File: config.mk
export PLATFORM = sky130hd
export DESIGN_NAME = gcm_ghash_authenticator
export DESIGN_NICKNAME = d
export VERILOG_FILES = /design/src/ghash_pkg.sv /design/src/ghash_gf_mul.sv /design/src/gcm_ghash_authenticator.sv
export VERILOG_INCLUDE_DIRS = /design/src /design/src/src
export SDC_FILE = /design/constraint.sdc
export NUM_CORES = 2
export LEC_CHECK = 0
export ABC_AREA = 0
export BUFFER_PORTS_ARGS = -buffer_cell sky130_fd_sc_hd__clkbuf_2
export CAP_MARGIN = 20
export CORE_MARGIN = 10
export CORE_UTILIZATION = 56
export CTS_CLUSTER_DIAMETER = 40
export CTS_CLUSTER_SIZE = 28
export DETAILED_ROUTE_END_ITERATION = 10
export PLACE_DENSITY_LB_ADDON = 0.3
export SLEW_MARGIN = 20
export SYNTH_ARGS = -nofsm -noshare
export SYNTH_HDL_FRONTEND = slang
export SYNTH_SLANG_ARGS = --single-unit
File: constraint.sdc
create_clock -name clk_i -period 9.3 [get_ports clk_i]
set_input_delay 1.395 -clock clk_i [delete_from_list [all_inputs] [get_ports clk_i]]
set_output_delay 1.395 -clock clk_i [all_outputs]
set_load 0.1 [all_outputs]
File: src/gcm_ghash_authenticator_macros.svh
// ---------------------------------------------------------------------------
// GHASH authenticator assertion macros
// Concurrent assertion wrappers; they compile to nothing when SYNTH is set.
// ---------------------------------------------------------------------------
`ifndef GCM_GHASH_AUTHENTICATOR_MACROS_SVH
`define GCM_GHASH_AUTHENTICATOR_MACROS_SVH
`ifndef SYNTH
// Plain property, checked on every clock edge outside reset
`define GGA_ASSERT(lbl, prop, msg) \
  lbl: assert property (@(posedge clk_i) disable iff (!rst_ni) (prop)) else $error(msg);
// Same-cycle implication
`define GGA_ASSERT_IMP(lbl, pre, post, msg) \
  lbl: assert property (@(posedge clk_i) disable iff (!rst_ni) (pre) |-> (post)) else $error(msg);
`else
`define GGA_ASSERT(lbl, prop, msg)
`define GGA_ASSERT_IMP(lbl, pre, post, msg)
`endif
`endif

File: src/ghash_pkg.sv
// ---------------------------------------------------------------------------
// GHASH package
// Widths, codes, shared types and the byte absorb helper of the authenticator.
// ---------------------------------------------------------------------------
`timescale 1ns / 1ps

package ghash_pkg;

  localparam int unsigned BLOCK_W     = 128;
  localparam int unsigned HALF_W      = 64;
  localparam int unsigned BYTE_W      = 8;
  localparam int unsigned BLOCK_BYTES = 16;
  localparam int unsigned FILL_W      = 4;
  localparam int unsigned COUNT_W     = 61;
  localparam int unsigned MUL_STEPS   = 128;
  localparam int unsigned STEP_W      = 7;
  localparam int unsigned CFG_IDX_W   = 2;

  typedef logic [BLOCK_W-1:0] block_t;

  // Reflected GCM reduction polynomial, 0xE1 in the top byte
  localparam block_t REDUCE_POLY = {8'hE1, 120'd0};

  typedef enum logic [1:0] {
    CMD_START  = 2'd0,
    CMD_HEADER = 2'd1,
    CMD_TEXT   = 2'd2,
    CMD_FINISH = 2'd3
  } cmd_e;

  typedef enum logic [CFG_IDX_W-1:0] {
    CFG_KEY_HI  = 2'd0,
    CFG_KEY_LO  = 2'd1,
    CFG_MASK_HI = 2'd2,
    CFG_MASK_LO = 2'd3
  } cfg_idx_e;

  // Status of the serial multiplier
  typedef struct packed {
    logic busy;
    logic done;
  } mul_stat_t;

  // XOR one byte into the block lane picked by the fill count, big-endian
  function automatic block_t absorb_byte(block_t acc, logic [FILL_W-1:0] fill,
                                         logic [BYTE_W-1:0] b);
    block_t r;
    r = acc;
    for (int k = 0; k < BLOCK_BYTES; k++) begin
      if (fill == FILL_W'(k)) begin
        r[(BLOCK_BYTES-1-k)*BYTE_W +: BYTE_W] = r[(BLOCK_BYTES-1-k)*BYTE_W +: BYTE_W] ^ b;
      end
    end
    return r;
  endfunction

endpackage

File: src/ghash_gf_mul.sv
// ---------------------------------------------------------------------------
// GHASH bit-serial multiplier
// Multiplies a block by H in GF(2^128), one multiplicand bit per cycle.
// ---------------------------------------------------------------------------
`timescale 1ns / 1ps
`include "gcm_ghash_authenticator_macros.svh"

module ghash_gf_mul (
  input  logic                  clk_i,
  input  logic                  rst_ni,
  input  logic                  start_i,
  input  ghash_pkg::block_t     x_i,
  input  ghash_pkg::block_t     h_i,
  output ghash_pkg::block_t     z_o,
  output ghash_pkg::mul_stat_t  stat_o
);
  import ghash_pkg::*;

  localparam logic [STEP_W-1:0] LAST_STEP = STEP_W'(MUL_STEPS - 1);

  logic              busy_q, done_q;
  logic [STEP_W-1:0] cnt_q;
  block_t            x_q, v_q, z_q;
  block_t            z_d, v_d;

  // Add V when the current bit is set; halve V and reduce on carry out
  always_comb begin
    z_d = x_q[BLOCK_W-1] ? (z_q ^ v_q) : z_q;
    v_d = (v_q >> 1) ^ (v_q[0] ? REDUCE_POLY : '0);
  end

  // Step counter and handshake
  always_ff @(posedge clk_i or negedge rst_ni) begin
    if (!rst_ni) begin
      busy_q <= 1'b0;
      done_q <= 1'b0;
      cnt_q  <= '0;
    end else begin
      done_q <= 1'b0;
      if (start_i) begin
        busy_q <= 1'b1;
        cnt_q  <= '0;
      end else if (busy_q) begin
        cnt_q <= cnt_q + STEP_W'(1);
        if (cnt_q == LAST_STEP) begin
          busy_q <= 1'b0;
          done_q <= 1'b1;
        end
      end
    end
  end

  // Shift the multiplicand out MSB first
  always_ff @(posedge clk_i) begin
    if (start_i) begin
      x_q <= x_i;
      v_q <= h_i;
      z_q <= '0;
    end else if (busy_q) begin
      x_q <= x_q << 1;
      v_q <= v_d;
      z_q <= z_d;
    end
  end

  assign z_o         = z_q;
  assign stat_o.busy = busy_q;
  assign stat_o.done = done_q;

  `GGA_ASSERT_IMP(a_no_restart, start_i, !busy_q, "multiplier started while busy")
  `GGA_ASSERT(a_done_pulse, done_q |=> !done_q, "done held for more than one cycle")
  `GGA_ASSERT(a_last_step, (busy_q && !start_i && cnt_q == LAST_STEP) |=> (done_q && !busy_q),
              "multiplier did not finish after the last step")

endmodule

File: src/gcm_ghash_authenticator.sv
// ---------------------------------------------------------------------------
// GCM GHASH authenticator
// Takes start, header byte, text byte and finish items one at a time and
// returns one result per item: an accept/reject status and, on an accepted
// finish, the 128-bit tag GHASH(H, A, C) XOR E(K,Y0). Multiplications by H
// are triggered by a byte that completes a 16-byte block or the first text
// byte after a partial header block (one each) and by a finish (one or two).
// The bit-serial GF(2^128) multiplier consumes one accumulator bit per cycle.
// The user must write the hash key and tag mask through the configuration
// port while no item is in flight; the block itself does not enforce this.
// ---------------------------------------------------------------------------
`timescale 1ns / 1ps
`include "gcm_ghash_authenticator_macros.svh"

module gcm_ghash_authenticator (
  input  logic                               clk_i,
  input  logic                               rst_ni,
  // Configuration writes
  input  logic                               cfg_we_i,
  input  logic [ghash_pkg::CFG_IDX_W-1:0]    cfg_index_i,
  input  logic [ghash_pkg::HALF_W-1:0]       cfg_data_i,
  // Input items
  input  logic                               in_valid_i,
  output logic                               in_ready_o,
  input  logic [1:0]                         command_i,
  input  logic [ghash_pkg::BYTE_W-1:0]       data_byte_i,
  // Result items
  output logic                               out_valid_o,
  input  logic                               out_ready_i,
  output logic                               status_o,
  output logic                               tag_valid_o,
  output logic [ghash_pkg::HALF_W-1:0]       tag_high_o,
  output logic [ghash_pkg::HALF_W-1:0]       tag_low_o
);
  import ghash_pkg::*;

  typedef enum logic [1:0] {
    ST_IDLE,
    ST_MUL,
    ST_EMIT
  } state_e;

  typedef enum logic [1:0] {
    PH_HEADER,
    PH_TEXT,
    PH_DONE
  } phase_e;

  // What follows a finished multiplication
  typedef enum logic [1:0] {
    AFT_EMIT,
    AFT_TEXT,
    AFT_LEN,
    AFT_TAG
  } after_e;

  localparam logic [FILL_W-1:0] LAST_FILL = FILL_W'(BLOCK_BYTES - 1);

  state_e               state_q, state_d;
  phase_e               phase_q, phase_d;
  after_e               after_q, after_d;
  block_t               acc_q, acc_d;
  logic [COUNT_W-1:0]   hdr_cnt_q, hdr_cnt_d, txt_cnt_q, txt_cnt_d;
  logic [FILL_W-1:0]    fill_q, fill_d;
  logic [BYTE_W-1:0]    byte_q, byte_d;
  logic                 res_status_q, res_status_d, res_tag_q, res_tag_d;
  block_t               key_q, mask_q;
  logic                 out_valid_q, status_q, tag_valid_q;
  block_t               tag_q;

  cmd_e                 cmd;
  block_t               len_block;
  logic                 mul_start;
  block_t               mul_z;
  mul_stat_t            mul_stat;
  logic                 emit_fire;

  assign cmd       = cmd_e'(command_i);
  assign len_block = {hdr_cnt_q, 3'b000, txt_cnt_q, 3'b000};
  assign emit_fire = (state_q == ST_EMIT) && (!out_valid_q || out_ready_i);

  ghash_gf_mul u_mul (
    .clk_i   (clk_i),
    .rst_ni  (rst_ni),
    .start_i (mul_start),
    .x_i     (acc_d),
    .h_i     (key_q),
    .z_o     (mul_z),
    .stat_o  (mul_stat)
  );

  // Sequence one item: absorb, launch multiplications, then emit
  always_comb begin
    state_d      = state_q;
    phase_d      = phase_q;
    after_d      = after_q;
    acc_d        = acc_q;
    hdr_cnt_d    = hdr_cnt_q;
    txt_cnt_d    = txt_cnt_q;
    fill_d       = fill_q;
    byte_d       = byte_q;
    res_status_d = res_status_q;
    res_tag_d    = res_tag_q;
    mul_start    = 1'b0;
    case (state_q)
      ST_IDLE: begin
        if (in_valid_i) begin
          res_status_d = 1'b0;
          res_tag_d    = 1'b0;
          state_d      = ST_EMIT;
          case (cmd)
            CMD_START: begin
              acc_d     = '0;
              hdr_cnt_d = '0;
              txt_cnt_d = '0;
              fill_d    = '0;
              phase_d   = PH_HEADER;
            end
            CMD_HEADER: begin
              if (phase_q != PH_HEADER) begin
                res_status_d = 1'b1;
              end else begin
                acc_d     = absorb_byte(acc_q, fill_q, data_byte_i);
                hdr_cnt_d = hdr_cnt_q + COUNT_W'(1);
                fill_d    = fill_q + FILL_W'(1);
                if (fill_q == LAST_FILL) begin
                  mul_start = 1'b1;
                  after_d   = AFT_EMIT;
                  state_d   = ST_MUL;
                end
              end
            end
            CMD_TEXT: begin
              if (phase_q == PH_DONE) begin
                res_status_d = 1'b1;
              end else if (phase_q == PH_HEADER && fill_q != '0) begin
                // Close the partial header block first, hold the byte
                mul_start = 1'b1;
                after_d   = AFT_TEXT;
                byte_d    = data_byte_i;
                phase_d   = PH_TEXT;
                fill_d    = '0;
                state_d   = ST_MUL;
              end else begin
                phase_d   = PH_TEXT;
                acc_d     = absorb_byte(acc_q, fill_q, data_byte_i);
                txt_cnt_d = txt_cnt_q + COUNT_W'(1);
                fill_d    = fill_q + FILL_W'(1);
                if (fill_q == LAST_FILL) begin
                  mul_start = 1'b1;
                  after_d   = AFT_EMIT;
                  state_d   = ST_MUL;
                end
              end
            end
            CMD_FINISH: begin
              if (phase_q == PH_DONE) begin
                res_status_d = 1'b1;
              end else begin
                phase_d   = PH_DONE;
                mul_start = 1'b1;
                state_d   = ST_MUL;
                if (fill_q != '0) begin
                  after_d = AFT_LEN;
                  fill_d  = '0;
                end else begin
                  acc_d   = acc_q ^ len_block;
                  after_d = AFT_TAG;
                end
              end
            end
            default: ;
          endcase
        end
      end
      ST_MUL: begin
        if (mul_stat.done) begin
          acc_d = mul_z;
          case (after_q)
            AFT_EMIT: state_d = ST_EMIT;
            AFT_TEXT: begin
              acc_d     = absorb_byte(mul_z, '0, byte_q);
              txt_cnt_d = txt_cnt_q + COUNT_W'(1);
              fill_d    = FILL_W'(1);
              state_d   = ST_EMIT;
            end
            AFT_LEN: begin
              // Fold in the length block and multiply once more
              acc_d     = mul_z ^ len_block;
              mul_start = 1'b1;
              after_d   = AFT_TAG;
            end
            AFT_TAG: begin
              acc_d     = '0;
              res_tag_d = 1'b1;
              state_d   = ST_EMIT;
            end
            default: state_d = ST_EMIT;
          endcase
        end
      end
      ST_EMIT: begin
        if (emit_fire) begin
          state_d = ST_IDLE;
        end
      end
      default: state_d = ST_IDLE;
    endcase
  end

  // Control state, message state, configuration and result handshake
  always_ff @(posedge clk_i or negedge rst_ni) begin
    if (!rst_ni) begin
      state_q      <= ST_IDLE;
      phase_q      <= PH_HEADER;
      after_q      <= AFT_EMIT;
      acc_q        <= '0;
      hdr_cnt_q    <= '0;
      txt_cnt_q    <= '0;
      fill_q       <= '0;
      res_status_q <= 1'b0;
      res_tag_q    <= 1'b0;
      key_q        <= '0;
      mask_q       <= '0;
      out_valid_q  <= 1'b0;
    end else begin
      state_q      <= state_d;
      phase_q      <= phase_d;
      after_q      <= after_d;
      acc_q        <= acc_d;
      hdr_cnt_q    <= hdr_cnt_d;
      txt_cnt_q    <= txt_cnt_d;
      fill_q       <= fill_d;
      res_status_q <= res_status_d;
      res_tag_q    <= res_tag_d;
      if (cfg_we_i) begin
        case (cfg_idx_e'(cfg_index_i))
          CFG_KEY_HI:  key_q[BLOCK_W-1:HALF_W]  <= cfg_data_i;
          CFG_KEY_LO:  key_q[HALF_W-1:0]        <= cfg_data_i;
          CFG_MASK_HI: mask_q[BLOCK_W-1:HALF_W] <= cfg_data_i;
          CFG_MASK_LO: mask_q[HALF_W-1:0]       <= cfg_data_i;
          default: ;
        endcase
      end
      if (emit_fire) begin
        out_valid_q <= 1'b1;
      end else if (out_ready_i) begin
        out_valid_q <= 1'b0;
      end
    end
  end

  // Result payload and held text byte
  always_ff @(posedge clk_i) begin
    byte_q <= byte_d;
    if (emit_fire) begin
      status_q    <= res_status_q;
      tag_valid_q <= res_tag_q;
      tag_q       <= res_tag_q ? (mul_z ^ mask_q) : '0;
    end
  end

  assign in_ready_o  = (state_q == ST_IDLE);
  assign out_valid_o = out_valid_q;
  assign status_o    = status_q;
  assign tag_valid_o = tag_valid_q;
  assign tag_high_o  = tag_q[BLOCK_W-1:HALF_W];
  assign tag_low_o   = tag_q[HALF_W-1:0];

  `GGA_ASSERT_IMP(a_idle_mul_quiet, state_q == ST_IDLE, !mul_stat.busy,
                  "multiplier running while no item is in flight")
  `GGA_ASSERT_IMP(a_done_only_in_mul, mul_stat.done, state_q == ST_MUL,
                  "multiplier finished outside the multiply state")
  `GGA_ASSERT_IMP(a_finished_clean, (state_q == ST_IDLE) && (phase_q == PH_DONE),
                  (fill_q == '0) && (acc_q == '0),
                  "accumulator not cleared after a finished message")
  `GGA_ASSERT_IMP(a_reject_no_tag, out_valid_o && status_o,
                  !tag_valid_o && (tag_high_o == '0) && (tag_low_o == '0),
                  "rejected item carries a tag")

endmodule
==> flow_metrics.env <==
export IMPL_via_per_inst=6.538
export IMPL_numCtsBuffers=142
export IMPL_grt_pass1_wl_um=238000
export IMPL_tns_ps=0
export IMPL_finalCriticalPeriod_ps=5274
export IMPL_numPortBuffers=212
export IMPL_wl_met1_um=61860
export IMPL_synth_ff_type="dfrtp_1"
export IMPL_cp_num_buf_inv=4
export IMPL_fillCellCount=6798
export IMPL_skew_ps=37.21
export IMPL_cts_max_path_buffers=3
export IMPL_rsz0062_at_grt="no"
export IMPL_cts_hold_buf=0
export IMPL_instances_no_fill=6070
export IMPL_start_kind="input port"
export IMPL_clk_latency_ps=750
export IMPL_synth_area_top_cells="dfrtp_1, edfxtp_1, mux2_2, dfxtp_1, xor2_1"
export IMPL_drc=0
export IMPL_ios=213
export IMPL_post_route_period_util_pct=56.71
export IMPL_met3_length_um=16120
export IMPL_crit_chain="clkbuf_2 > inv_1 > ha_1 > or4b_4 > o31ai_4 > buf_12 > nand2b_4 > buf_12"
export IMPL_grt_pass1_vias=38910
export IMPL_syn_area_um2=51310
export IMPL_post_cts_setup_buffers=0
export IMPL_drt_wl_total_um=156400
export IMPL_critPathKind="input port to flop"
export IMPL_detailroute_via_count=39690
export IMPL_syn_nets=4801
export IMPL_ys_types=85
export IMPL_h_tree_depth=4
export IMPL_yosysWarnings=0
export IMPL_drt_pass1_iter_count=6
export IMPL_initial_core_util_pct=56.74
export IMPL_syn_inst=4707
export IMPL_async_flop_share_pct=50.29
export IMPL_finalHoldViolations=0
export IMPL_netlist_top_cells_count="nand2_1, dfrtp_1, edfxtp_1"
export IMPL_dieHeight_um=322.7
export IMPL_leakagePower_nw=23.20
export IMPL_routabilityCongestion=1.025
export IMPL_cts_repair_resized=0
export IMPL_yosysMostFrequentCell="nand2_1"
export IMPL_synth_avg_cell_area_um2=10.90
export IMPL_worstPathArrival_ps=5620
export IMPL_antenna_found_initial=14
export IMPL_tightest_slew_ps=1227
export IMPL_std_cell_rows=110
export IMPL_globalRouteOverflowTotal=0
export IMPL_fin_nets=4864
export IMPL_dieArea_um2=104100
export IMPL_cpMostUsedCell="buf_12"
export IMPL_clk_pin_slew_ps=50
export IMPL_peakVddDrop_v=0.0002598
export IMPL_cts_tree="done"
export IMPL_initialDrtViolationCount=4737
export IMPL_hold_path_class="flop to flop"
export IMPL_max_cap_viol_count=0
export IMPL_slew_headroom_pct=18.20
export IMPL_final_antenna_net_count=0
export IMPL_cp_max_fo=187
export IMPL_fmax_mhz=189.6
export IMPL_place_inst=5800
export IMPL_synth_seq_area_share_pct=53.80
export IMPL_wl_met2_um=71090
export IMPL_grtUsageTotal_pct=29.57
export IMPL_syn2layout_area_growth_pct=13.05
export IMPL_synth_seq_cells=1050
export IMPL_worstPathRequired_ps=9650
export IMPL_crit_slowest_cell="or4b_4"
export IMPL_grt_max_degree=188
export IMPL_die_w_um=322.7
export IMPL_synth_edff_count=394
export IMPL_root_buffer="clkbuf_16"
export IMPL_drive_above_1_share_pct=20.01
export IMPL_yosysTopAreaCell="dfrtp_1"
export IMPL_top_layer="met5"
export IMPL_critical_path_top_delay_family="simple AND/OR/NAND/NOR gates"
export IMPL_finalMaxSlewViolations=0
export IMPL_end_kind="flop"
export IMPL_status="finished clean"
export IMPL_critPathMaxStageDelay_ps=950
export IMPL_core_area_um2=90420
export IMPL_wl_per_cell_um=25.77
export IMPL_numClockSinks=1050
export IMPL_yosys_area_top_type_share_pct=25.75
export IMPL_hpwl_um=100600
export IMPL_setup_violations=0
export IMPL_p_per_area_nw_per_um2=322.9
placed cells by master, fill, tap and decap left out, types with 81 or more instances in the layout:
master / instances
dfxtp_1: 128
edfxtp_1: 394
a21oi_1: 157
xor2_1: 271
a31oi_1: 127
nand3_1: 84
o21ai_0: 202
nand2_1: 533
and2_1: 162
clkbuf_16: 149
xnor2_1: 141
o211ai_1: 81
clkbuf_2: 211
dfrtp_1: 526
nor2_1: 336
mux2_2: 390
a22oi_1: 117
area by class of cell:
class	instances	area [µm²]	area share, %
Clock inverter	95	997.2	1.719
Sequential cell	1050	27610	47.61
Timing Repair Buffer	284	1693	2.919
Clock buffer	167	3866	6.666
Tap cell	1176	1471	2.537
Multi-Input combinational cell	3243	22160	38.21
Antenna cell	6	15.01	0.02589
Inverter	49	185.2	0.3193
flip-flops by register name (all words and copies together) (netlist names), 7 cells and up:
| signal | flops |
|---|---|
| u_mul.cnt_q | 7 |
| byte_q | 8 |
| u_mul.z_o | 128 |
| u_mul.v_q | 128 |
| acc_q | 128 |
| tag_q | 128 |
| txt_cnt_q | 61 |
| hdr_cnt_q | 61 |
| mask_q | 128 |
| u_mul.x_q | 128 |
| key_q | 128 |
per-layer routing:
layer / vias up / track usage (%)
li1: 17370 / -
met2: 2068 / 45.42
met3: 443 / 8.315
met5: - / 0
met4: 12 / 13.54
met1: 19790 / 38.67
worst reg2reg max path, delay by kind of cell, from the launching register on:
family,cells,cell delay [ps]
fa+ha+maj,1,590
simple gates,2,1100
flops,1,430
compound gates,2,400
buf+inv,2,1040
final timing paths:
| kind | start | cells past startpoint | slack [ps] | to |
|---|---|---|---|---|
| setup reg to reg | fill_q[0] | 7 | 4960 | u_mul.x_q[16] |
| setup / recovery | command_i[1] | 8 | 4030 | u_mul.x_q[16] |
| max in group asynchronous | rst_ni | 3 | 6850 | mask_q[67] |
| hold reg to reg | key_q[25] | 1 | 500 | key_q[25] |
| min in group asynchronous | rst_ni | 1 | 650 | key_q[22] |
| hold / removal | key_q[25] | 1 | 500 | key_q[25] |
cell families after synthesis:
logic type	Yosys count	synth area share, %
AND/OR/NAND/NOR	1391	12.90
flip-flops	1050	53.80
AO/OA/AOI/OAI	1035	13.99
buffers and inverters	414	3.348
XOR/XNOR	412	7.033
multiplexers	392	8.598
adder cells (fa/ha/maj)	13	0.3170
power by group:
group / leakage (nW) / switching [mW] / internal, mW
clock: 2.37 / 2.22 / 3.30
sequential: 12.0 / 1.18 / 6.42
combinational: 8.80 / 3.87 / 1.73
total: 23.2 / 7.27 / 11.5
metrics by stage:
step                      util (%)  worst slack (ps)  hold slack, ps  power [mW]  instance area, µm²
after floorplan                  -              1813           424.8       11.31               51310
after global placement       58.68              3452           480.6       12.93               53060
after detailed placement     58.68              3357           486.9       13.10               53060
after CTS                    64.06              4141           498.9       18.64               57930
after global routing         64.14              3935           516.0       19.46               58000
final                        64.15              4026           500.4       18.73               58000
Note: power is estimated with default switching activity, not from simulation.
